$ cat config.mk
export PLATFORM = sky130hd
export DESIGN_NAME = premultiplied_pixel_blend_core_flat
export DESIGN_NICKNAME = d
export VERILOG_FILES = /design/src/design/pbl_pkg.sv /design/src/design/pbl_in_if.sv /design/src/design/pbl_out_if.sv /design/src/design/premultiplied_pixel_blend_core.sv /design/src/flat_wrapper.sv
export SDC_FILE = /design/constraint.sdc
export NUM_CORES = 2
export LEC_CHECK = 0
export BUFFER_PORTS_ARGS = -buffer_cell sky130_fd_sc_hd__buf_2
export CELL_PAD_IN_SITES_DETAIL_PLACEMENT = 0
export CELL_PAD_IN_SITES_GLOBAL_PLACEMENT = 1
export CORE_MARGIN = 2
export CORE_UTILIZATION = 45
export CTS_BUF_LIST = sky130_fd_sc_hd__clkbuf_2
export DETAILED_ROUTE_END_ITERATION = 7
export PLACE_DENSITY_LB_ADDON = 0.25
export RECOVER_POWER = 50
export SLEW_MARGIN = 40
export SYNTH_ARGS = -nofsm -noshare
export SYNTH_HDL_FRONTEND = slang
export SYNTH_SLANG_ARGS = --single-unit
export TNS_END_PERCENT = 30
$ cat constraint.sdc
create_clock -name clk_i -period 13.7 [get_ports clk_i]
set_input_delay 2.055 -clock clk_i [delete_from_list [all_inputs] [get_ports clk_i]]
set_output_delay 2.055 -clock clk_i [all_outputs]
set_load 0.05 [all_outputs]
$ cat src/design/pbl_pkg.sv
// pbl_pkg: shared widths, types and arithmetic for the premultiplied pixel blend core
// used by the channel interfaces and by premultiplied_pixel_blend_core
// depends on nothing
package pbl_pkg;

  localparam int unsigned PixW  = 8;
  localparam int unsigned ModeW = 3;
  localparam int unsigned NumW  = 18;

  // one scale squared, the numerator of full coverage
  localparam logic [15:0] FullNum = 16'd65025;
  // smallest numerator that gives 256 or more after the divide
  localparam logic [NumW-1:0] SatNum = 18'd65280;

  typedef logic [PixW-1:0] chan_t;
  typedef logic [NumW-1:0] num_t;

  typedef enum logic [ModeW-1:0] {
    MODE_NORMAL   = 3'd0,
    MODE_MULTIPLY = 3'd1,
    MODE_SCREEN   = 3'd2,
    MODE_DARKEN   = 3'd3,
    MODE_LIGHTEN  = 3'd4
  } blend_mode_e;

  typedef struct packed {
    chan_t dst_red;
    chan_t dst_green;
    chan_t dst_blue;
    chan_t dst_alpha;
    chan_t src_red;
    chan_t src_green;
    chan_t src_blue;
    chan_t src_alpha;
  } pix_pair_t;

  typedef struct packed {
    chan_t red;
    chan_t green;
    chan_t blue;
    chan_t alpha;
  } pix_t;

  // blended channel as a numerator over 255*255
  function automatic num_t blend_num(input chan_t d, input chan_t s, input chan_t da,
                                     input chan_t sa, input logic [ModeW-1:0] mode);
    chan_t       inv_da;
    chan_t       inv_sa;
    logic [15:0] p_ds;
    logic [15:0] p_ads;
    logic [15:0] p_asd;
    num_t        d255;
    num_t        s255;
    num_t        over_d;
    num_t        over_s;
    num_t        res;
    // 255 - x is the bitwise complement for 8-bit x, taken at 8 bits
    inv_da = ~da;
    inv_sa = ~sa;
    p_ds   = 16'(d * s);
    p_ads  = 16'(inv_da * s);
    p_asd  = 16'(inv_sa * d);
    d255   = NumW'({d, 8'b0}) - NumW'(d);
    s255   = NumW'({s, 8'b0}) - NumW'(s);
    over_d = NumW'(p_ads) + d255;
    over_s = NumW'(p_asd) + s255;
    case (mode)
      MODE_NORMAL:   res = over_d;
      MODE_MULTIPLY: res = NumW'(p_ads) + NumW'(p_asd) + NumW'(p_ds);
      MODE_SCREEN:   res = s255 + d255 - NumW'(p_ds);
      MODE_DARKEN:   res = (over_d < over_s) ? over_d : over_s;
      MODE_LIGHTEN:  res = (over_d > over_s) ? over_d : over_s;
      default:       res = d255;
    endcase
    return res;
  endfunction

  // floor(n / 255) saturated at 255; exact add-and-shift form below 65280
  function automatic chan_t to_byte(input num_t n);
    logic [16:0] t;
    chan_t       q;
    t = 17'(n[15:0]) + 17'(n[15:8]) + 17'd1;
    if (n >= SatNum) begin
      q = '1;
    end else begin
      q = t[15:8];
    end
    return q;
  endfunction

  // combined alpha numerator: 255*255 - (255-da)(255-sa)
  function automatic num_t alpha_num(input chan_t da, input chan_t sa);
    chan_t       inv_da;
    chan_t       inv_sa;
    logic [15:0] p;
    inv_da = ~da;
    inv_sa = ~sa;
    p = 16'(inv_da * inv_sa);
    return NumW'(FullNum - p);
  endfunction

endpackage

$ cat src/design/pbl_in_if.sv
// pbl_in_if: input channel carrying one destination and source pixel pair per word
// depends on pbl_pkg for the channel width
interface pbl_in_if;
  logic            valid;
  logic            ready;
  pbl_pkg::chan_t  dst_red;
  pbl_pkg::chan_t  dst_green;
  pbl_pkg::chan_t  dst_blue;
  pbl_pkg::chan_t  dst_alpha;
  pbl_pkg::chan_t  src_red;
  pbl_pkg::chan_t  src_green;
  pbl_pkg::chan_t  src_blue;
  pbl_pkg::chan_t  src_alpha;

  modport source (
    output valid, dst_red, dst_green, dst_blue, dst_alpha,
           src_red, src_green, src_blue, src_alpha,
    input  ready
  );

  modport sink (
    input  valid, dst_red, dst_green, dst_blue, dst_alpha,
           src_red, src_green, src_blue, src_alpha,
    output ready
  );
endinterface

$ cat src/design/pbl_out_if.sv
// pbl_out_if: output channel carrying one blended pixel per word
// depends on pbl_pkg for the channel width
interface pbl_out_if;
  logic            valid;
  logic            ready;
  pbl_pkg::chan_t  out_red;
  pbl_pkg::chan_t  out_green;
  pbl_pkg::chan_t  out_blue;
  pbl_pkg::chan_t  out_alpha;

  modport source (
    output valid, out_red, out_green, out_blue, out_alpha,
    input  ready
  );

  modport sink (
    input  valid, out_red, out_green, out_blue, out_alpha,
    output ready
  );
endinterface

$ cat src/design/premultiplied_pixel_blend_core.sv
// premultiplied_pixel_blend_core: blends a premultiplied rgba pixel pair by blend mode
// pipeline: an accepted word goes from the input reg to the result reg once that is free
// throughput: one word per cycle unless stalled, set by the single blend pass between both regs
// reset: valid flags cleared, blend mode set to normal
// depends on pbl_pkg, pbl_in_if, pbl_out_if
module premultiplied_pixel_blend_core (
  input  logic                      clk_i,
  input  logic                      rst_ni,
  input  logic                      blend_mode_we_i,
  input  logic [pbl_pkg::ModeW-1:0] blend_mode_i,
  pbl_in_if.sink                    in_i,
  pbl_out_if.source                 out_o
);

  logic [pbl_pkg::ModeW-1:0] mode_q;
  logic                      in_vld_q;
  pbl_pkg::pix_pair_t        in_pix_q;
  logic                      out_vld_q;
  pbl_pkg::pix_t             out_pix_q;
  pbl_pkg::pix_t             out_pix_d;
  logic                      out_free;
  logic                      adv;

  // mode register
  always_ff @(posedge clk_i or negedge rst_ni) begin
    if (!rst_ni) begin
      mode_q <= pbl_pkg::MODE_NORMAL;
    end else if (blend_mode_we_i) begin
      mode_q <= blend_mode_i;
    end
  end

  // handshake: result reg frees up when empty or taken, input reg when it moves on
  assign out_free   = !out_vld_q || out_o.ready;
  assign adv        = in_vld_q && out_free;
  assign in_i.ready = !in_vld_q || out_free;

  // input register
  always_ff @(posedge clk_i or negedge rst_ni) begin
    if (!rst_ni) begin
      in_vld_q <= 1'b0;
    end else if (in_i.ready) begin
      in_vld_q <= in_i.valid;
    end
  end

  always_ff @(posedge clk_i) begin
    if (in_i.ready && in_i.valid) begin
      in_pix_q <= '{dst_red:   in_i.dst_red,
                    dst_green: in_i.dst_green,
                    dst_blue:  in_i.dst_blue,
                    dst_alpha: in_i.dst_alpha,
                    src_red:   in_i.src_red,
                    src_green: in_i.src_green,
                    src_blue:  in_i.src_blue,
                    src_alpha: in_i.src_alpha};
    end
  end

  // blend pass
  always_comb begin
    out_pix_d.red   = pbl_pkg::to_byte(pbl_pkg::blend_num(in_pix_q.dst_red,
                        in_pix_q.src_red, in_pix_q.dst_alpha, in_pix_q.src_alpha, mode_q));
    out_pix_d.green = pbl_pkg::to_byte(pbl_pkg::blend_num(in_pix_q.dst_green,
                        in_pix_q.src_green, in_pix_q.dst_alpha, in_pix_q.src_alpha, mode_q));
    out_pix_d.blue  = pbl_pkg::to_byte(pbl_pkg::blend_num(in_pix_q.dst_blue,
                        in_pix_q.src_blue, in_pix_q.dst_alpha, in_pix_q.src_alpha, mode_q));
    out_pix_d.alpha = pbl_pkg::to_byte(pbl_pkg::alpha_num(in_pix_q.dst_alpha,
                        in_pix_q.src_alpha));
  end

  // result register
  always_ff @(posedge clk_i or negedge rst_ni) begin
    if (!rst_ni) begin
      out_vld_q <= 1'b0;
    end else if (out_free) begin
      out_vld_q <= in_vld_q;
    end
  end

  always_ff @(posedge clk_i) begin
    if (adv) begin
      out_pix_q <= out_pix_d;
    end
  end

  assign out_o.valid     = out_vld_q;
  assign out_o.out_red   = out_pix_q.red;
  assign out_o.out_green = out_pix_q.green;
  assign out_o.out_blue  = out_pix_q.blue;
  assign out_o.out_alpha = out_pix_q.alpha;

endmodule

$ cat src/flat_wrapper.sv
// flat-port wrapper written by rule: the top's interface ports become plain ports
module premultiplied_pixel_blend_core_flat 
  (clk_i, rst_ni, blend_mode_we_i, blend_mode_i, in_i_valid, in_i_dst_red, in_i_dst_green, in_i_dst_blue, in_i_dst_alpha, in_i_src_red, in_i_src_green, in_i_src_blue, in_i_src_alpha, in_i_ready, out_o_valid, out_o_out_red, out_o_out_green, out_o_out_blue, out_o_out_alpha, out_o_ready);
  pbl_in_if in_i_i ();
  pbl_out_if out_o_i ();
  input  logic clk_i;
  input  logic rst_ni;
  input  logic blend_mode_we_i;
  input  logic [pbl_pkg::ModeW-1:0] blend_mode_i;
  input wire logic [$bits(in_i_i.valid)-1:0] in_i_valid;
  input wire logic [$bits(in_i_i.dst_red)-1:0] in_i_dst_red;
  input wire logic [$bits(in_i_i.dst_green)-1:0] in_i_dst_green;
  input wire logic [$bits(in_i_i.dst_blue)-1:0] in_i_dst_blue;
  input wire logic [$bits(in_i_i.dst_alpha)-1:0] in_i_dst_alpha;
  input wire logic [$bits(in_i_i.src_red)-1:0] in_i_src_red;
  input wire logic [$bits(in_i_i.src_green)-1:0] in_i_src_green;
  input wire logic [$bits(in_i_i.src_blue)-1:0] in_i_src_blue;
  input wire logic [$bits(in_i_i.src_alpha)-1:0] in_i_src_alpha;
  output wire logic [$bits(in_i_i.ready)-1:0] in_i_ready;
  output wire logic [$bits(out_o_i.valid)-1:0] out_o_valid;
  output wire logic [$bits(out_o_i.out_red)-1:0] out_o_out_red;
  output wire logic [$bits(out_o_i.out_green)-1:0] out_o_out_green;
  output wire logic [$bits(out_o_i.out_blue)-1:0] out_o_out_blue;
  output wire logic [$bits(out_o_i.out_alpha)-1:0] out_o_out_alpha;
  input wire logic [$bits(out_o_i.ready)-1:0] out_o_ready;
  assign in_i_i.valid = in_i_valid;
  assign in_i_i.dst_red = in_i_dst_red;
  assign in_i_i.dst_green = in_i_dst_green;
  assign in_i_i.dst_blue = in_i_dst_blue;
  assign in_i_i.dst_alpha = in_i_dst_alpha;
  assign in_i_i.src_red = in_i_src_red;
  assign in_i_i.src_green = in_i_src_green;
  assign in_i_i.src_blue = in_i_src_blue;
  assign in_i_i.src_alpha = in_i_src_alpha;
  assign in_i_ready = in_i_i.ready;
  assign out_o_valid = out_o_i.valid;
  assign out_o_out_red = out_o_i.out_red;
  assign out_o_out_green = out_o_i.out_green;
  assign out_o_out_blue = out_o_i.out_blue;
  assign out_o_out_alpha = out_o_i.out_alpha;
  assign out_o_i.ready = out_o_ready;
  premultiplied_pixel_blend_core u_core (.clk_i(clk_i), .rst_ni(rst_ni), .blend_mode_we_i(blend_mode_we_i), .blend_mode_i(blend_mode_i), .in_i(in_i_i), .out_o(out_o_i));
endmodule
==> metrics.cfg <==
[outcome]
status = finished with violations
violations = capacitance limit, slew limit

[cts]
cts.sink_count = 101
cts_resized = 0
cts_buffer_depth = 2
cts_made_buffers = 9
post-cts-setup-buffers = 0
cts_max_level = 3
clk_pin_slew_ns = 0.50
postCtsHoldBufs = 0
clk_latency_ns = 1.08
tritoncts = done
cts_root_buf = clkbuf_2

[sta]
worst_slack_ns = 2.016
max_freq_ghz = 0.08559
min_period_ns = 11.68
fin_tns_setup_ns = 0
timing.hold.ws_ns = 0.5379
worst_pin_slew_ns = 2.761
fin_skew_ns = 0.1468
hold_viol_final = 0
maxSlewViolCount = 60
rsz0062_at_grt = no
setup_viol = 0
slew-limit-headroom_pct = -84.10
fin_crit_sh_pct = 85.29

[global_routing]
grt-ovfl-total = 0
antenna_found_initial = 3
grt_pass1_wl_um = 201700
grt_start_max_net_pins = 40
grt_pass1_vias = 34190
grtUsageTotal_pct = 27.90

[final_layout]
final_cell_mix = ha_1, inv_1, fa_1
final_common_cell = ha_1
multi_input_area_um2 = 35190
area_growth_pct = 5.147
finalNonFillerCells = 6206
final_nets = 6194
regArea_um2 = 3008
drive_gt1_share_pct = 5.841
fill_cells = 8998

[synthesis]
synth_area_leaders = ha_1, fa_1, edfxtp_1
synth-async-reset-ratio_pct = 4.950
ys_seq_area_share_pct = 7.292
synth-warning-count = 0
synth_top_area_cell = ha_1
syn-instance-count = 4975
syn_area_per_cell_um2 = 8.291
ys_ff_latch = 101
synth_top_area_share_pct = 20.90
syn_area_um2 = 41250
synth.distinct_cells = 97
synth_edf_count = 96
synth_flop_cell = edfxtp_1

[drt]
wl_per_cell_um = 21.21
drt-total-wl_um = 131600
vias = 35460
dr.pass1.iters = 6
drc_errors = 0
drt_iter0_markers = 2702
vias_per_cell = 5.713
drtAntennaViolNets = 0

[setup_path]
arrival_ns = 12.40
required_ns = 14.41
critical_path.max_fanout = 23
crit_family = adder cells
reg2reg_setup_slack_ns = 2.02
start_kind = flop
crit_slowest_cell = edfxtp_1
crit_buf_inv = 5
critPathKind = flop to flop
slowest_delay_ns = 0.75
critPathCaptureType = flop

[die]
core_area_um2 = 91250
die_w_um = 306.8
die-area_um2 = 94100
io_pins = 106
die_y_um = 306.8
std_cell_rows = 111
initial_core_util_pct = 45.21

[placement]
dp_cells = 6186
io_buffer_count = 105
place_hpwl_um = 107900
finalWeightedCongestion = 0.9476
post-place-ws_ns = 2.103

[min_path]
min_path_type = flop to flop

[job]
drv_cap = 2

-- worst reg2reg max path: cells and delay by family (launching register included) --
kind                       cells  cell delay [ns]
buffers and inverters          5             0.70
xor gates and xnor gates       1             0.42
and+or+nand+nor                9             2.68
DFF                            1             0.75
adders and majority gates      9             3.62
AOI/OAI and AO/OA             17             3.14
-- registers in the layout, indices dropped and copies added, names as in the netlist --
name / flops
u_core.in_pix_q: 64
u_core.out_o.out_alpha: 8
u_core.out_o.out_blue: 8
u_core.out_o.out_green: 8
u_core.out_o.out_red: 8
u_core.mode_q: 3
u_core.in_vld_q: 1
u_core.out_o.valid: 1
-- cell type report --
cell class,instances,share of cell area (%)
Clock buffer,9,0.1039
Multi-Input combinational cell,4051,81.13
Sequential cell,101,6.935
Tap cell,1186,3.421
Antenna cell,4,0.02308
Inverter,670,5.798
Timing Repair Buffer,178,2.455
Clock inverter,7,0.1298
-- per-layer routing --
layer	GRT usage [%]	wire length [um]
met1	38.12	59380
met2	44.91	59980
met3	3.715	7449
met4	10.47	4818
met5	0	0
-- cell families (layout without fill, tap and decap cells) --
kind of cell,count (synthesis),after routing,share of synthesized area (%)
buf+inv,842,864,7.668
compound gates,1101,1101,17.92
fa+ha+maj,1119,1119,41.57
simple gates,1480,1480,18.38
xor+xnor,320,320,6.895
other cells,2,25,0.01821
flops,101,101,7.292
mux,10,10,0.2578
-- through the flow --
| step | util (%) | instance area [um^2] |
|---|---|---|
| after global routing | 47.53 | 43370 |
| final | 47.53 | 43370 |
| after detailed placement | 47.42 | 43270 |
| after CTS | 47.53 | 43370 |
| after global placement | 47.39 | 43240 |
| after floorplan | - | 41320 |
-- cells in the mapped netlist (9+ instances only) --
master and number:
ha_1 689, inv_1 669, nor2_1 425, fa_1 422, a21oi_1 273, nor2b_1 245
nand2_1 223, xnor2_1 207, o21ai_0 205, clkbuf_1 162, and2_1 120, nand2b_1 111
xor2_1 110, a21o_1 104, edfxtp_1 96, nor3_1 91, nand3_1 75, o21a_1 68
a211oi_1 61, o21bai_1 57, or2_2 41, a31oi_1 37, o211ai_1 37, or3_1 26
a221oi_1 24, a31o_2 22, and3_1 21, nand4_1 21, nor4_1 18, o31ai_1 18
a2111oi_0 17, o22ai_1 16, a211o_1 15, a22oi_1 14, nor3b_1 13, a21boi_0 11
o2111ai_1 10, o21ai_1 10, nand3b_1 9, or4_1 9
-- final timing paths --
check                                        start                        end  depth (start not counted)
worst max register to register  u_core.in_pix_q[5]  u_core.out_o.out_green[7]                         41
worst min-delay path            u_core.out_o.valid            u_core.in_vld_q                          2
min in group asynchronous                   rst_ni            u_core.in_vld_q                          1
worst max-delay path            u_core.in_pix_q[5]  u_core.out_o.out_green[7]                         41
max in group asynchronous                   rst_ni         u_core.out_o.valid                          1
worst min register to register  u_core.out_o.valid            u_core.in_vld_q                          2
Power is not shown: default switching activity piles up to over one toggle a cycle in this logic, so the estimate is an artifact.
